$ cat src/hw/rtl/ber_tlv_header_parser_macros.svh
// assertion macros for the ber tlv header parser
// used by the top level, needs clk_i and rst_ni in scope
`ifndef BER_TLV_HEADER_PARSER_MACROS_SVH
`define BER_TLV_HEADER_PARSER_MACROS_SVH

// same-cycle implication
`define BTLV_ASSERT_NOW(label, ante, cons, msg) \
  label: assert property (@(posedge clk_i) disable iff (!rst_ni) (ante) |-> (cons)) \
    else $error(msg);

// next-cycle implication
`define BTLV_ASSERT_NEXT(label, ante, cons, msg) \
  label: assert property (@(posedge clk_i) disable iff (!rst_ni) (ante) |=> (cons)) \
    else $error(msg);

`endif

$ cat src/hw/rtl/btlv_pkg.sv
// shared types and constants of the ber tlv header parser
// no dependencies
package btlv_pkg;

  localparam int MaxLengthOctetsDef = 4;

  typedef enum logic [2:0] {
    PH_IDENT   = 3'd0,
    PH_TAGNUM  = 3'd1,
    PH_LEN0    = 3'd2,
    PH_LENLONG = 3'd3,
    PH_CONTENT = 3'd4,
    PH_DROP    = 3'd5
  } phase_e;

  typedef enum logic [1:0] {
    KIND_HEADER  = 2'd0,
    KIND_CONTENT = 2'd1,
    KIND_ERROR   = 2'd2
  } kind_e;

  typedef enum logic [2:0] {
    ERR_TAG_CUT     = 3'd0,
    ERR_LEN_CUT     = 3'd1,
    ERR_INDEFINITE  = 3'd2,
    ERR_TOO_WIDE    = 3'd3,
    ERR_CONTENT_CUT = 3'd4
  } err_e;

  typedef struct packed {
    logic [7:0] data_byte;
    logic       buffer_end;
  } in_beat_t;

  typedef struct packed {
    kind_e       kind;
    logic [1:0]  tag_class;
    logic        is_constructed;
    logic [31:0] tag_number;
    logic [31:0] content_length;
    logic [32:0] total_length;
    logic [7:0]  content_byte;
    logic        last_content;
    err_e        error_code;
  } out_beat_t;

  // pipeline control seen by the parse stage
  typedef struct packed {
    logic valid;    // a beat sits in the input register
    logic advance;  // output register can load this cycle
  } pipe_ctl_t;

  typedef struct packed {
    logic      valid;
    out_beat_t beat;
  } step_res_t;

endpackage

$ cat src/hw/rtl/btlv_in_stage.sv
// input register of the ber tlv header parser
// depends on btlv_pkg
module btlv_in_stage import btlv_pkg::*; (
  input  logic     clk_i,
  input  logic     rst_ni,
  input  logic     in_valid_i,
  output logic     in_ready_o,
  input  in_beat_t in_data_i,
  input  logic     advance_i,
  output logic     held_valid_o,
  output in_beat_t held_beat_o
);

  logic     valid_q, valid_d;
  in_beat_t beat_q;

  assign in_ready_o = !valid_q || advance_i;

  always_comb begin
    valid_d = valid_q;
    if (in_valid_i && in_ready_o) begin
      valid_d = 1'b1;
    end else if (advance_i) begin
      valid_d = 1'b0;
    end
  end

  always_ff @(posedge clk_i or negedge rst_ni) begin
    if (!rst_ni) begin
      valid_q <= 1'b0;
    end else begin
      valid_q <= valid_d;
    end
  end

  always_ff @(posedge clk_i) begin
    if (in_valid_i && in_ready_o) begin
      beat_q <= in_data_i;
    end
  end

  assign held_valid_o = valid_q;
  assign held_beat_o  = beat_q;

endmodule

$ cat src/hw/rtl/btlv_step.sv
// parse state and per-byte decode of the ber tlv header parser
// depends on btlv_pkg
module btlv_step import btlv_pkg::*; #(
  parameter int MaxLengthOctets = MaxLengthOctetsDef
) (
  input  logic      clk_i,
  input  logic      rst_ni,
  input  pipe_ctl_t ctl_i,
  input  in_beat_t  beat_i,
  output step_res_t res_o
);

  phase_e      phase_q, phase_d;
  logic [1:0]  class_q, class_d;
  logic        cons_q, cons_d;
  logic [31:0] tag_q, tag_d;
  logic [6:0]  octs_left_q, octs_left_d;
  logic [6:0]  long_octs_q, long_octs_d;
  logic [31:0] clen_q, clen_d;
  logic [31:0] cleft_q, cleft_d;
  logic [7:0]  hbc_q, hbc_d;

  logic [7:0]  b;
  logic        at_end;
  logic        fire;
  logic [7:0]  hbc_inc;
  logic [31:0] cleft_dec;
  logic        do_hdr;
  logic        do_err;
  err_e        err_code;

  assign b       = beat_i.data_byte;
  assign at_end  = beat_i.buffer_end;
  assign fire    = ctl_i.valid && ctl_i.advance;
  assign hbc_inc = (hbc_q == 8'hFF) ? hbc_q : hbc_q + 8'd1;
  assign cleft_dec = cleft_q - 32'd1;

  always_comb begin
    phase_d     = phase_q;
    class_d     = class_q;
    cons_d      = cons_q;
    tag_d       = tag_q;
    octs_left_d = octs_left_q;
    long_octs_d = long_octs_q;
    clen_d      = clen_q;
    cleft_d     = cleft_q;
    hbc_d       = hbc_q;
    do_hdr      = 1'b0;
    do_err      = 1'b0;
    err_code    = ERR_TAG_CUT;
    res_o       = '0;

    case (phase_q)
      PH_TAGNUM: begin
        hbc_d = hbc_inc;
        tag_d = {tag_q[24:0], b[6:0]};
        if (!b[7]) begin
          phase_d = PH_LEN0;
          if (at_end) begin
            do_err   = 1'b1;
            err_code = ERR_LEN_CUT;
          end
        end else if (at_end) begin
          do_err   = 1'b1;
          err_code = ERR_TAG_CUT;
        end
      end
      PH_LEN0: begin
        hbc_d = hbc_inc;
        if (!b[7]) begin
          clen_d = {24'd0, b};
          do_hdr = 1'b1;
        end else begin
          long_octs_d = b[6:0];
          octs_left_d = b[6:0];
          clen_d      = '0;
          if (b[6:0] == 7'd0) begin
            do_err   = 1'b1;
            err_code = ERR_INDEFINITE;
          end else if (at_end) begin
            do_err   = 1'b1;
            err_code = ERR_LEN_CUT;
          end else begin
            phase_d = PH_LENLONG;
          end
        end
      end
      PH_LENLONG: begin
        hbc_d       = hbc_inc;
        octs_left_d = octs_left_q - 7'd1;
        if (long_octs_q <= 7'(MaxLengthOctets)) begin
          clen_d = {clen_q[23:0], b};
        end
        if (octs_left_d != 7'd0) begin
          if (at_end) begin
            do_err   = 1'b1;
            err_code = ERR_LEN_CUT;
          end
        end else if (long_octs_q > 7'(MaxLengthOctets)) begin
          do_err   = 1'b1;
          err_code = ERR_TOO_WIDE;
        end else begin
          do_hdr = 1'b1;
        end
      end
      PH_CONTENT: begin
        cleft_d = cleft_dec;
        if (at_end && cleft_dec != 32'd0) begin
          do_err   = 1'b1;
          err_code = ERR_CONTENT_CUT;
        end else begin
          res_o.valid             = 1'b1;
          res_o.beat.kind         = KIND_CONTENT;
          res_o.beat.content_byte = b;
          res_o.beat.last_content = (cleft_dec == 32'd0);
          if (cleft_dec == 32'd0) begin
            phase_d = PH_IDENT;
          end
        end
      end
      PH_DROP: begin
        if (at_end) begin
          phase_d = PH_IDENT;
        end
      end
      default: begin
        // identifier octet
        class_d     = b[7:6];
        cons_d      = b[5];
        hbc_d       = 8'd1;
        clen_d      = '0;
        octs_left_d = '0;
        long_octs_d = '0;
        if (b[4:0] == 5'h1F) begin
          tag_d   = '0;
          phase_d = PH_TAGNUM;
          if (at_end) begin
            do_err   = 1'b1;
            err_code = ERR_TAG_CUT;
          end
        end else begin
          tag_d   = {27'd0, b[4:0]};
          phase_d = PH_LEN0;
          if (at_end) begin
            do_err   = 1'b1;
            err_code = ERR_LEN_CUT;
          end
        end
      end
    endcase

    // header complete, unless the buffer ends with content still owed
    if (do_hdr) begin
      if (at_end && clen_d != 32'd0) begin
        do_err   = 1'b1;
        err_code = ERR_CONTENT_CUT;
      end else begin
        res_o.valid               = 1'b1;
        res_o.beat.kind           = KIND_HEADER;
        res_o.beat.tag_class      = class_q;
        res_o.beat.is_constructed = cons_q;
        res_o.beat.tag_number     = tag_d;
        res_o.beat.content_length = clen_d;
        res_o.beat.total_length   = {25'd0, hbc_d} + {1'b0, clen_d};
        cleft_d = clen_d;
        phase_d = (clen_d == 32'd0) ? PH_IDENT : PH_CONTENT;
      end
    end

    if (do_err) begin
      res_o                 = '0;
      res_o.valid           = 1'b1;
      res_o.beat.kind       = KIND_ERROR;
      res_o.beat.error_code = err_code;
      phase_d = at_end ? PH_IDENT : PH_DROP;
    end

    if (!fire) begin
      res_o.valid = 1'b0;
    end
  end

  always_ff @(posedge clk_i or negedge rst_ni) begin
    if (!rst_ni) begin
      phase_q <= PH_IDENT;
    end else if (fire) begin
      phase_q <= phase_d;
    end
  end

  always_ff @(posedge clk_i) begin
    if (fire) begin
      class_q     <= class_d;
      cons_q      <= cons_d;
      tag_q       <= tag_d;
      octs_left_q <= octs_left_d;
      long_octs_q <= long_octs_d;
      clen_q      <= clen_d;
      cleft_q     <= cleft_d;
      hbc_q       <= hbc_d;
    end
  end

endmodule

$ cat src/hw/rtl/btlv_out_stage.sv
// result register of the ber tlv header parser
// depends on btlv_pkg
module btlv_out_stage import btlv_pkg::*; (
  input  logic      clk_i,
  input  logic      rst_ni,
  input  step_res_t res_i,
  output logic      advance_o,
  output logic      out_valid_o,
  input  logic      out_ready_i,
  output out_beat_t out_data_o
);

  logic      valid_q;
  out_beat_t beat_q;

  assign advance_o = !valid_q || out_ready_i;

  always_ff @(posedge clk_i or negedge rst_ni) begin
    if (!rst_ni) begin
      valid_q <= 1'b0;
    end else if (advance_o) begin
      valid_q <= res_i.valid;
    end
  end

  always_ff @(posedge clk_i) begin
    if (advance_o && res_i.valid) begin
      beat_q <= res_i.beat;
    end
  end

  assign out_valid_o = valid_q;
  assign out_data_o  = beat_q;

endmodule

$ cat src/hw/rtl/ber_tlv_header_parser.sv
// top level of the ber tlv header parser: input register, parse stage, result register
// depends on btlv_pkg, btlv_in_stage, btlv_step, btlv_out_stage and the macros header
//
//   channel | direction | handshake             | payload
//   in      | sink      | in_valid_i/in_ready_o | in_data_i (data_byte, buffer_end)
//   out     | source    | out_valid_o/out_ready_i | out_data_o (one record)
//
// one byte per cycle unless the output stalls; a byte passes input and result register
// the per-byte decode sits between the input register and the result register
// a byte that yields no record still takes one pass through the parse stage
// reset clears the valid bits and returns the parser to expecting an identifier
// a stall on the output backs up through both registers to in_ready_o
`include "ber_tlv_header_parser_macros.svh"

module ber_tlv_header_parser import btlv_pkg::*; #(
  parameter int MaxLengthOctets = MaxLengthOctetsDef
) (
  input  logic      clk_i,
  input  logic      rst_ni,
  input  logic      in_valid_i,
  output logic      in_ready_o,
  input  in_beat_t  in_data_i,
  output logic      out_valid_o,
  input  logic      out_ready_i,
  output out_beat_t out_data_o
);

  // wiring between stages
  logic      advance;
  logic      held_valid;
  in_beat_t  held_beat;
  pipe_ctl_t ctl;
  step_res_t res;

  // terms used by the checks below
  logic      in_stalled;
  logic      hdr_out;
  logic      err_out;
  logic      hdr_total_ok;
  logic      err_clean;

  assign ctl.valid   = held_valid;
  assign ctl.advance = advance;

  // input register, frees up whenever the result register can load
  btlv_in_stage u_in (
    .clk_i        (clk_i),
    .rst_ni       (rst_ni),
    .in_valid_i   (in_valid_i),
    .in_ready_o   (in_ready_o),
    .in_data_i    (in_data_i),
    .advance_i    (advance),
    .held_valid_o (held_valid),
    .held_beat_o  (held_beat)
  );

  // identifier, tag, length and content tracking for one byte
  btlv_step #(
    .MaxLengthOctets (MaxLengthOctets)
  ) u_step (
    .clk_i  (clk_i),
    .rst_ni (rst_ni),
    .ctl_i  (ctl),
    .beat_i (held_beat),
    .res_o  (res)
  );

  // result register, loads when empty or being drained
  btlv_out_stage u_out (
    .clk_i       (clk_i),
    .rst_ni      (rst_ni),
    .res_i       (res),
    .advance_o   (advance),
    .out_valid_o (out_valid_o),
    .out_ready_i (out_ready_i),
    .out_data_o  (out_data_o)
  );

  assign in_stalled   = held_valid && !advance;
  assign hdr_out      = out_valid_o && out_data_o.kind == KIND_HEADER;
  assign err_out      = out_valid_o && out_data_o.kind == KIND_ERROR;
  assign hdr_total_ok = out_data_o.total_length >= 33'(out_data_o.content_length) + 33'd2;
  assign err_clean    = out_data_o.error_code <= ERR_CONTENT_CUT &&
                        out_data_o.content_byte == 8'd0;

  // a byte waiting in the input register is not lost or altered by a stall
  `BTLV_ASSERT_NEXT(a_in_hold, in_stalled, held_valid && $stable(held_beat), "stalled byte lost")

  // a header always counts at least two header bytes on top of its content
  `BTLV_ASSERT_NOW(a_hdr_total, hdr_out, hdr_total_ok, "header total length too small")

  // error records carry a defined code and no content
  `BTLV_ASSERT_NOW(a_err_clean, err_out, err_clean, "malformed error record")

endmodule
$ cat config.mk
export PLATFORM = sky130hd
export DESIGN_NAME = ber_tlv_header_parser
export DESIGN_NICKNAME = d
export VERILOG_FILES = /design/src/hw/rtl/btlv_pkg.sv /design/src/hw/rtl/btlv_in_stage.sv /design/src/hw/rtl/btlv_step.sv /design/src/hw/rtl/btlv_out_stage.sv /design/src/hw/rtl/ber_tlv_header_parser.sv
export VERILOG_INCLUDE_DIRS = /design/src /design/src/hw/rtl
export SDC_FILE = /design/constraint.sdc
export NUM_CORES = 1
export LEC_CHECK = 0
export ABC_AREA = 1
export BUFFER_PORTS_ARGS = -buffer_cell sky130_fd_sc_hd__buf_2
export CAP_MARGIN = 20
export CORE_MARGIN = 2
export CORE_UTILIZATION = 60
export DETAILED_ROUTE_END_ITERATION = 12
export PLACE_DENSITY = 0.87
export SETUP_SLACK_MARGIN = 0.5
export SYNTH_ARGS = -nofsm -noshare
export SYNTH_HDL_FRONTEND = slang
export SYNTH_SLANG_ARGS = --single-unit
$ cat constraint.sdc
create_clock -name clk_i -period 6.4 [get_ports clk_i]
set_input_delay 1.6 -clock clk_i [delete_from_list [all_inputs] [get_ports clk_i]]
set_output_delay 1.6 -clock clk_i [all_outputs]
set_load 0.03 [all_outputs]
# After elaboration in Yosys (flattened, before gate mapping)
# Cells that the tools add are included.
op_classes:
  addsub: 4
  mul: 0
  n_div: 0
  n_lt_le_gt_ge: 2
  eq_ne: 8
  shift: 0
  mux: 61
  bitwise: 5
  n_reduce_logical: 27
ops:
  columns: ["operator", "count"]
  rows:
  - ["103-bit two-way mux", 2]
  - ["32-bit two-way mux", 4]
  - ["115-bit two-way mux", 1]
  - ["32-bit one-hot mux with 3 select lines", 1]
  - ["32-bit logical NOT", 2]
  - ["32-bit one-hot mux with 2 select lines", 1]
  - ["32-bit nonzero test", 2]
  - ["3-bit two-way mux", 21]
  - ["8-bit by 32-bit adder with 33-bit output", 1]
  - ["32-bit by 1-bit subtractor with 32-bit output (second input constant)", 1]
  - ["3-bit one-hot mux with 5 select lines", 2]
  - ["7-bit one-hot mux with 3 select lines", 1]
  - ["9-bit two-way mux", 2]
  - ["1-bit two-way mux", 16]
  - ["8-bit one-hot mux with 2 select lines", 1]
  - ["7-bit two-way mux", 2]
  - ["7-bit one-hot mux with 2 select lines", 1]
  - ["3-bit OR reduction", 4]
  - ["8-bit by 1-bit adder with 8-bit output (second input constant)", 1]
  - ["8-bit == test (second input constant)", 1]
  - ["8-bit two-way mux", 1]
  - ["4-bit OR reduction", 2]
  - ["7-bit by 3-bit greater-than comparator with 1-bit output (second input constant)", 1]
  - ["7-bit by 3-bit less-or-equal comparator with 1-bit output (second input constant)", 1]
  - ["21 further kinds", 35]
totals:
  register_bits: 249
  latchBits: 0
  ram_bits: 0
  rom_bits: 0
  in_bits: 13
  wordCells: 129
  mem_count: 0

# Depth between registers and ports, before layout
# Gate-level depths: netlist of the first run.
logic_depth:
  ltp_word: 10
  mapped_depth: 26
  ltp_nobuf: 26

# By module
# A second synthesis of the first run with hierarchy kept.
hier_totals:
  hier_cells: 1466
  hier_area_um2: 13011.2
by_module_without_submodules:
  columns: ["mod", "instances", "cells_each", "area_per_inst_um2", "seq_area_each_um2"]
  rows:
  - ["btlv_step", 1, 1331, 9227.6, 3708.6]
  - ["btlv_out_stage", 1, 120, 3468.3, 3448.3]
  - ["btlv_in_stage", 1, 15, 315.3, 295.3]

# Worst setup path before layout of the first run
# OpenSTA, ideal clock, no wires.
synth_timing:
  path_kind: "in2reg"
  from: "input port out_ready_i"
  to: "register u_out.beat_q, in the netlist u_out.out_data_o[0] (enable)"
  setup_ns: 0.468
  t_arrival_ns: 6.440
  required_time_ns: 5.932
  path_slack_ns: -0.508
  cell_stages: 6
  path_buffers: 0
  path_cell_list: "inv_1 nand2_1 nand2_1 inv_1 nand2_1 inv_1"
synth_between:
  elab_chain_len: 4
synth_rtl:
  columns: ["element", "line", "text"]
  rows:
  - ["start, declared", "ber_tlv_header_parser.sv:24", "input logic out_ready_i,"]
  - ["1-bit logical OR", "btlv_out_stage.sv:16", "assign advance_o = !valid_q || out_ready_i;"]
  - ["1-bit logical AND", "btlv_step.sv:34", "assign fire = ctl_i.valid && ctl_i.advance;"]
  - ["via u_step.fire", "btlv_step.sv:25", "logic fire;"]
  - ["1-bit two-way mux", "btlv_step.sv:178", "if (!fire) begin"]
  - ["1-bit logical AND", "btlv_out_stage.sv:27", "if (advance_o && res_i.valid) begin"]
  - ["end signal, assigned", "btlv_out_stage.sv:28", "beat_q <= res_i.beat;"]
  - ["end, declared", "btlv_out_stage.sv:14", "out_beat_t beat_q;"]
# The timed path passes the listed nets, and every way through them passes these cells.
# A chain may end at the register's enable or synchronous reset.

# Final worst setup path of the first run
layout_timing:
  from: "register u_step.long_octs_q[6]"
  to: "register u_out.beat_q, in the netlist u_out.out_data_o[38] (data pin)"
layout_between:
  elab_chain_len: 8
layout_rtl:
  columns: ["element", "line", "text"]
  rows:
  - ["start, declared", "btlv_step.sv:18", "logic [6:0] long_octs_q, long_octs_d;"]
  - ["start signal, assigned", "btlv_step.sv:197", "long_octs_q <= long_octs_d;"]
  - ["7-bit by 3-bit less-or-equal comparator with 1-bit output *", "btlv_step.sv:91", "if (long_octs_q <= 7'(MaxLengthOctets)) begin"]
  - ["32-bit two-way mux *", "btlv_step.sv:91", null]
  - ["32-bit one-hot mux with 3 select lines *", "btlv_step.sv:53", "case (phase_q)"]
  - ["via u_step.clen_d[0]", "btlv_step.sv:19", "logic [31:0] clen_q, clen_d;"]
  - ["branches (longest 5 deep; another with 8-bit by 32-bit adder with 33-bit output)", null, null]
# Mark *: on every way through the listed nets, which the timed path passes.

==> results of run 1 <==
-- state kept, by name (all words and copies together), names as in the netlist --
| signal | cells |
|---|---|
| u_out.out_data_o | 114 |
| u_step.cleft_q | 32 |
| u_step.clen_q | 32 |
| u_step.tag_q | 32 |
| u_in.held_beat_o | 9 |
| u_step.hbc_q | 8 |
| u_step.long_octs_q | 7 |
| u_step.octs_left_q | 7 |
| u_step.phase_q | 3 |
| u_step.class_q | 2 |
| u_in.held_valid_o | 1 |
| u_out.out_valid_o | 1 |
| u_step.cons_q | 1 |
-- worst reg2reg max path: stages (launching register included) --
cell	delay, ns
edfxtp_1	0.37
inv_1	0.07
nand2_1	0.08
nor2_2	0.11
buf_4	0.33
nand2_2	0.50
nand2_1	0.17
nand3_1	0.09
nand2_1	0.19
ha_1	0.20
inv_1	0.06
fa_1	0.35
inv_1	0.07
nand2_1	0.07
a21oi_1	0.29
nand2_1	0.13
nand2_1	0.18
nand2_2	0.10
nor2_4	0.14
nand4_2	0.17
nor2_4	0.20
nand2_1	0.13
o21ai_0	0.18
a21oi_1	0.09
-- synthesized netlist by cell type, types with 16 or more instances --
library cell / number
a21oi_1: 34
buf_2: 19
clkbuf_1: 17
edfxtp_1: 244
inv_1: 225
nand2_1: 302
nand3_1: 111
nand4_1: 16
nor2_1: 215
o21ai_0: 67
o21bai_1: 27
o22ai_1: 37
-- how the worst max path moves through the flow --
stage / to / slack, ns / depth (start not counted)
6_report: u_out.out_data_o[38] / 1.84 / 23
5_1_grt: u_out.out_data_o[38] / 1.52 / 23
4_1_cts: u_out.out_data_o[38] / 1.94 / 23
3_5_place_dp: u_out.out_data_o[38] / 1.95 / 23
3_3_place_gp: u_out.out_data_o[38] / 2.19 / 24
2_1_floorplan: u_out.out_data_o[0] / 0.52 / 6
-- report_power, final --
| part | total (mW) | switching (mW) | leakage [nW] | internal, mW |
|---|---|---|---|---|
| sequential | 2.91 | 0.291 | 2.44 | 2.62 |
| clock | 1.47 | 0.621 | 0.406 | 0.852 |
| combinational | 3.13 | 2.31 | 3.19 | 0.812 |
| total | 7.51 | 3.23 | 6.04 | 4.28 |
-- cell type report --
cell class                 count  area, sq um  share of cell area (%)
timing repair buffer         136          713                    4.85
clock inverter                13          130                   0.885
inverter                     235          890                    6.05
multi-input combinational    918         4480                    30.5
tap                          275          344                    2.34
clock buffer                  34          701                    4.76
sequential                   249         7450                    50.7
-- cells in the final DEF, fill, tap and decap left out, types with 3 or more instances in the layout --
master / instances
a21oi_1: 34
nand2_1: 302
xnor2_1: 8
o21ai_2: 11
o21ai_0: 67
buf_4: 7
nor2_1: 214
a22oi_1: 6
nand2_2: 4
o21bai_1: 27
o211ai_1: 6
nor3_1: 12
xor2_1: 8
clkinv_1: 3
o22ai_1: 37
o21ai_1: 6
clkinvlp_4: 4
clkbuf_16: 26
inv_2: 8
edfxtp_1: 244
nand4_1: 16
inv_1: 223
nor4_1: 3
nand3_1: 111
nor2_2: 5
ha_1: 13
clkinv_2: 7
o32ai_1: 3
nor2_4: 5
dfrtp_1: 5
nand2_4: 3
clkbuf_1: 6
buf_2: 128
-- routing by layer --
metal  wire length (um)  global-route usage [%]  up-vias  part of all wire (%)
met4               1020                    9.63        0                   3.1
met2              15800                    46.4      634                    48
met1              12800                    39.2     4986                    39
met5                  0                       0        -                     0
met3               3200                    4.82       90                   9.8
li1                   -                       -     5064                     -
-- kinds of logic after synthesis --
kind of cell    count (synthesis)  synth area share [%]
buf+inv                       279                  8.56
xor+xnor                       16                  1.07
fa+ha+maj                      14                  1.40
compound gates                204                  9.61
flops                         249                  57.1
simple gates                  684                  22.2
==> impl_metrics.ini, run 1 <==
[setup_path]
critPathRequiredTime_ns = 6.64
critical_path_class = register to register
cp_num_buf_inv = 4
setup.worst_path.start = u_step.long_octs_q[6]
arrival_ns = 4.80
cpPeakStageDelay_ns = 0.48
crit_fanout = 35
worstPathCellList = inv_1, nand2_1, nor2_2, buf_4, nand2_2, nand2_1, nand3_1, nand2_1, ha_1, inv_1, fa_1, inv_1, nand2_1, a21oi_1, nand2_1, nand2_1, nand2_2, nor2_4, nand4_2, nor2_4, nand2_1, o21ai_0, a21oi_1
r2r_end = u_out.out_data_o[38]
crit_top_cell = nand2_1
crit_path_end_kind = register
r2r_slack_ns = 1.84
crit_family = simple AND/OR/NAND/NOR gates
slowest_stage = nand2_2
startpoint_type = register
ff2ff_path_depth = 23
reg2reg_from = u_step.long_octs_q[6]

[route]
vias_per_cell = 5.79
wl_um = 32800
wl_per_cell_um = 17.6
drtIter0Drc = 1480
drt_first_pass_iters = 6
dr_total_vias = 10800
drcViolationCount = 0
ant_nets = 0

[clock_tree]
ctsHoldBuffers = 0
cts_setup_buffers = 0
htree_levels = 1
clock_latency_ns = 0.55
numCtsBuffers = 26
cts_buffer_depth = 3
cts_tree = done
clock-sinks = 249
cts_root_buffer = clkbuf_16
clk_pin_slew_ns = 0.06
cts_resized = 0

[min_path]
hp-start = u_in.held_beat_o[7]
hp-class = register to register
min_to = u_step.class_q[0]
whs_path_depth = 0

[timing]
hold-worst-slack_ns = 0.442
setup_violations = 0
rsz0062_at_grt = no
period_minus_slack_ns = 4.56
max_slew_margin_pct = 30.6
fin_skew_ns = 0.0166
fmax_mhz = 219
period_share_pct = 71.3
final-hold-violation-count = 0
setup_tns_ns = 0
maxSlewViolCount = 0
setup_ws_ns = 1.84
tightest_slew_ns = 1.04

[power]
vdd_ir_drop_max_v = 0.000378
powerDensity_mw_per_mm2 = 510
power_mw = 7.51
p_leak_nw = 6.04

[grt]
antenna_found_initial = 0
grt_pass1_wl_um = 50900
grt-ovfl-total = 0
track_usage_pct = 28.5
grt_max_degree = 97
grt_pass1_vias = 9930

[yosys]
synthTopCellsByArea = edfxtp_1 56%, nand2_1 8.7%, inv_1 6.5%
synth.distinct_cells = 44
synth_area_per_cell_sq_um = 9.02
syn_inst = 1446
yosysWarnings = 0
synth_enable_flop_cells = 244
seq_area_frac_synth_pct = 57.1
synthesis.nets = 1473
synth_top_area_cell = edfxtp_1
ys_ff_latch = 249
synth.top_cell.area_share_pct = 56.2
syn_area_sq_mm = 0.0130
synth_ff_type = edfxtp_1
async_reset_ff_share_pct = 2.01

[die]
die-height_um = 151
start_util_pct = 61.6
rows = 53
fp.coreArea_sq_mm = 0.0212
die-area_sq_mm = 0.0229
die_x_um = 151
pin_count = 129

[layout]
finalNetCount = 1593
fin_area_sq_mm = 0.0147
postLayoutCoreUtil_pct = 69.5
num-fill-cells = 1498
stdcell_count = 1860
diodes = 0
drive_gt1_share_pct = 13.9
area_growth_pct = 12.8

[place]
io_buffer_count = 128
gp_congestion = 0.979
dpl.hpwl_um = 22600
dp_slack_ns = 1.95
place_area_sq_mm = 0.0139
dp.cells = 1813

[outcome]
outcome = complete, no violations

[run]
drv_cap = 0
No activity file was read; power rests on OpenSTA's default activity.
==> inputs of run 2 (changes only) <==
ABC_AREA = 0   (was 1)
CORE_UTILIZATION = 59   (was 60)
PLACE_DENSITY = 0.86   (was 0.87)
clock period = 4.7 ns   (was 6.4 ns; I/O delays follow)
==> impl_metrics.ini, run 2 <==
[layout]
num-fill-cells = 1371
seq_area_sq_mm = 0.00745
largest_reg_flops = 114
drive_gt1_share_pct = 24.5
postLayoutCoreUtil_pct = 70.5
finalNetCount = 1151
largest_register = u_out.out_data_o
area_growth_pct = 17.7
multi_input_area_sq_mm = 0.00442
diodes = 0
layout_commonest_cell = edfxtp_1
final_cell_mix = 244 x edfxtp_1, 128 x buf_2, 111 x nor2_1

[setup_path]
crit_fanout = 16
startpoint_type = register
r2r_slack_ns = 0.46
crit_path_end_kind = register
arrival_ns = 4.50
critical_path_class = register to register
critPathRequiredTime_ns = 4.95

[timing]
rsz0062_at_grt = no
period_minus_slack_ns = 4.24
maxSlewViolCount = 0
fmax_mhz = 236
setup_tns_ns = 0
period_share_pct = 90.3
fin_skew_ns = 0.0171
tightest_slew_ns = 0.998
setup_violations = 0
max_slew_margin_pct = 33.5
final-hold-violation-count = 0

[die]
die-area_sq_mm = 0.0216
die_x_um = 147
die-height_um = 147
rows = 52
pin_count = 129
fp.coreArea_sq_mm = 0.0202
start_util_pct = 59.9

[route]
wl_per_cell_um = 21.5
wl_um = 30300
dr_total_vias = 8843
ant_nets = 0
vias_per_cell = 6.27
drcViolationCount = 0
drt_first_pass_iters = 8
drtIter0Drc = 1265

[yosys]
ys_ff_latch = 249
synthTopCellsByCount = 244 x edfxtp_1, 114 x nor2_1, 52 x xnor2_1
syn_inst = 970
synth_enable_flop_cells = 244
synth_top_area_cell = edfxtp_1
synth.distinct_cells = 78
seq_area_frac_synth_pct = 61.7
synthesis.nets = 997
yosysWarnings = 0
synth_ff_type = edfxtp_1
synthTopCellsByArea = edfxtp_1 61%, xnor2_1 3.8%, nor2_1 3.5%
async_reset_ff_share_pct = 2.01
synth.top_cell.area_share_pct = 60.7
synth_area_per_cell_sq_um = 12.4
syn_area_sq_mm = 0.0121
synth.most_common_cell = edfxtp_1

[place]
dpl.hpwl_um = 19300
gp_congestion = 0.905
io_buffer_count = 128

[clock_tree]
cts_root_buffer = clkbuf_16
cts_tree = done
numCtsBuffers = 24
clock_latency_ns = 0.52
cts_buffer_depth = 3
clock-sinks = 249
htree_levels = 1
clk_pin_slew_ns = 0.06

[grt]
grt-ovfl-total = 0
antenna_found_initial = 0
grt_pass1_wl_um = 45500
track_usage_pct = 26.7
grt_max_degree = 81
grt_pass1_vias = 8276

[run]
drv_cap = 0

[power]
vdd_ir_drop_max_v = 0.000382
powerDensity_mw_per_mm2 = 714
p_leak_nw = 5.45

[min_path]
hp-class = primary input to asynchronous set/reset pin

[outcome]
outcome = complete, no violations
## run 2: timing repair
action                     CTS  global route
setup buffers                2            13
setup endpoints to repair  102           132
resized for setup            8            23
gates cloned                 2             1
pin swaps                    0            13
hold buffers                 0             0
## run 2: through the flow
| stage | worst slack, ns | hold WS, ns | std cells | cell area (sq um) | total power [mW] |
|---|---|---|---|---|---|
| global route | 0.371 | 0.461 | 1411 | 14200 | 10.6 |
| CTS | 0.511 | 0.462 | 1397 | 14000 | 9.93 |
| detailed placement | 0.220 | 0.527 | 1350 | 13100 | 7.88 |
| global placement | 0.389 | 0.515 | 1350 | 13100 | 7.77 |
| floorplan | 0.429 | 0.424 | 970 | 12200 | 6.79 |
| finish | 0.455 | 0.470 | 1411 | 14200 | 10.2 |
## run 2: routing by layer
metal / wire length, um / up-vias / track usage, %
li1: - / 3943 / -
met1: 11600 / 4176 / 37.4
met2: 14300 / 603 / 42.9
met3: 3150 / 121 / 4.69
met4: 1200 / 0 / 9.33
met5: 0 / - / 0
## run 2: critical path, cell delays in order, from the launching register on
cell	delay (ns)
edfxtp_1	0.45
or4_4	0.62
o211a_1	0.27
a221oi_1	0.64
inv_2	0.13
or4_1	0.50
nor4_4	0.30
nand4_1	0.20
buf_4	0.22
a21o_4	0.29
buf_4	0.22
mux2i_1	0.13
## run 2: power breakdown
part | internal [mW] | leakage, nW | switching, mW
logic | 1.40 | 2.62 | 2.67
clock network | 1.13 | 0.391 | 0.818
registers | 3.58 | 2.44 | 0.552
total | 6.12 | 5.45 | 4.04
## run 2: logic make-up after synthesis
kind of cell / after synthesis / share of synthesized area [%]
mux: 33 / 2.80
fa+ha+maj: 14 / 1.51
xor+xnor: 68 / 4.93
simple gates: 343 / 15.2
compound gates: 162 / 10.1
flops: 249 / 61.7
buf+inv: 101 / 3.66
## run 2: layout make-up
class	instances	area share (%)
clock buffers	27	4.45
inverters	51	1.36
repair buffers	175	7.17
clock inverters	16	1.10
flip-flops and latches	249	52.4
multi-input cells	623	31.1
well taps	270	2.38
## run 2: final timing paths
path / from / end / cells past startpoint
max: u_step.long_octs_q[4] / u_step.cleft_q[7] / 11
min: rst_ni / u_out.out_valid_o / 1
max reg2reg: u_step.long_octs_q[4] / u_step.cleft_q[7] / 11
min reg2reg: u_out.out_valid_o / u_out.out_valid_o / 2
max in group asynchronous: rst_ni / u_step.phase_q[0] / 1
min in group clk_i: u_out.out_valid_o / u_out.out_valid_o / 2
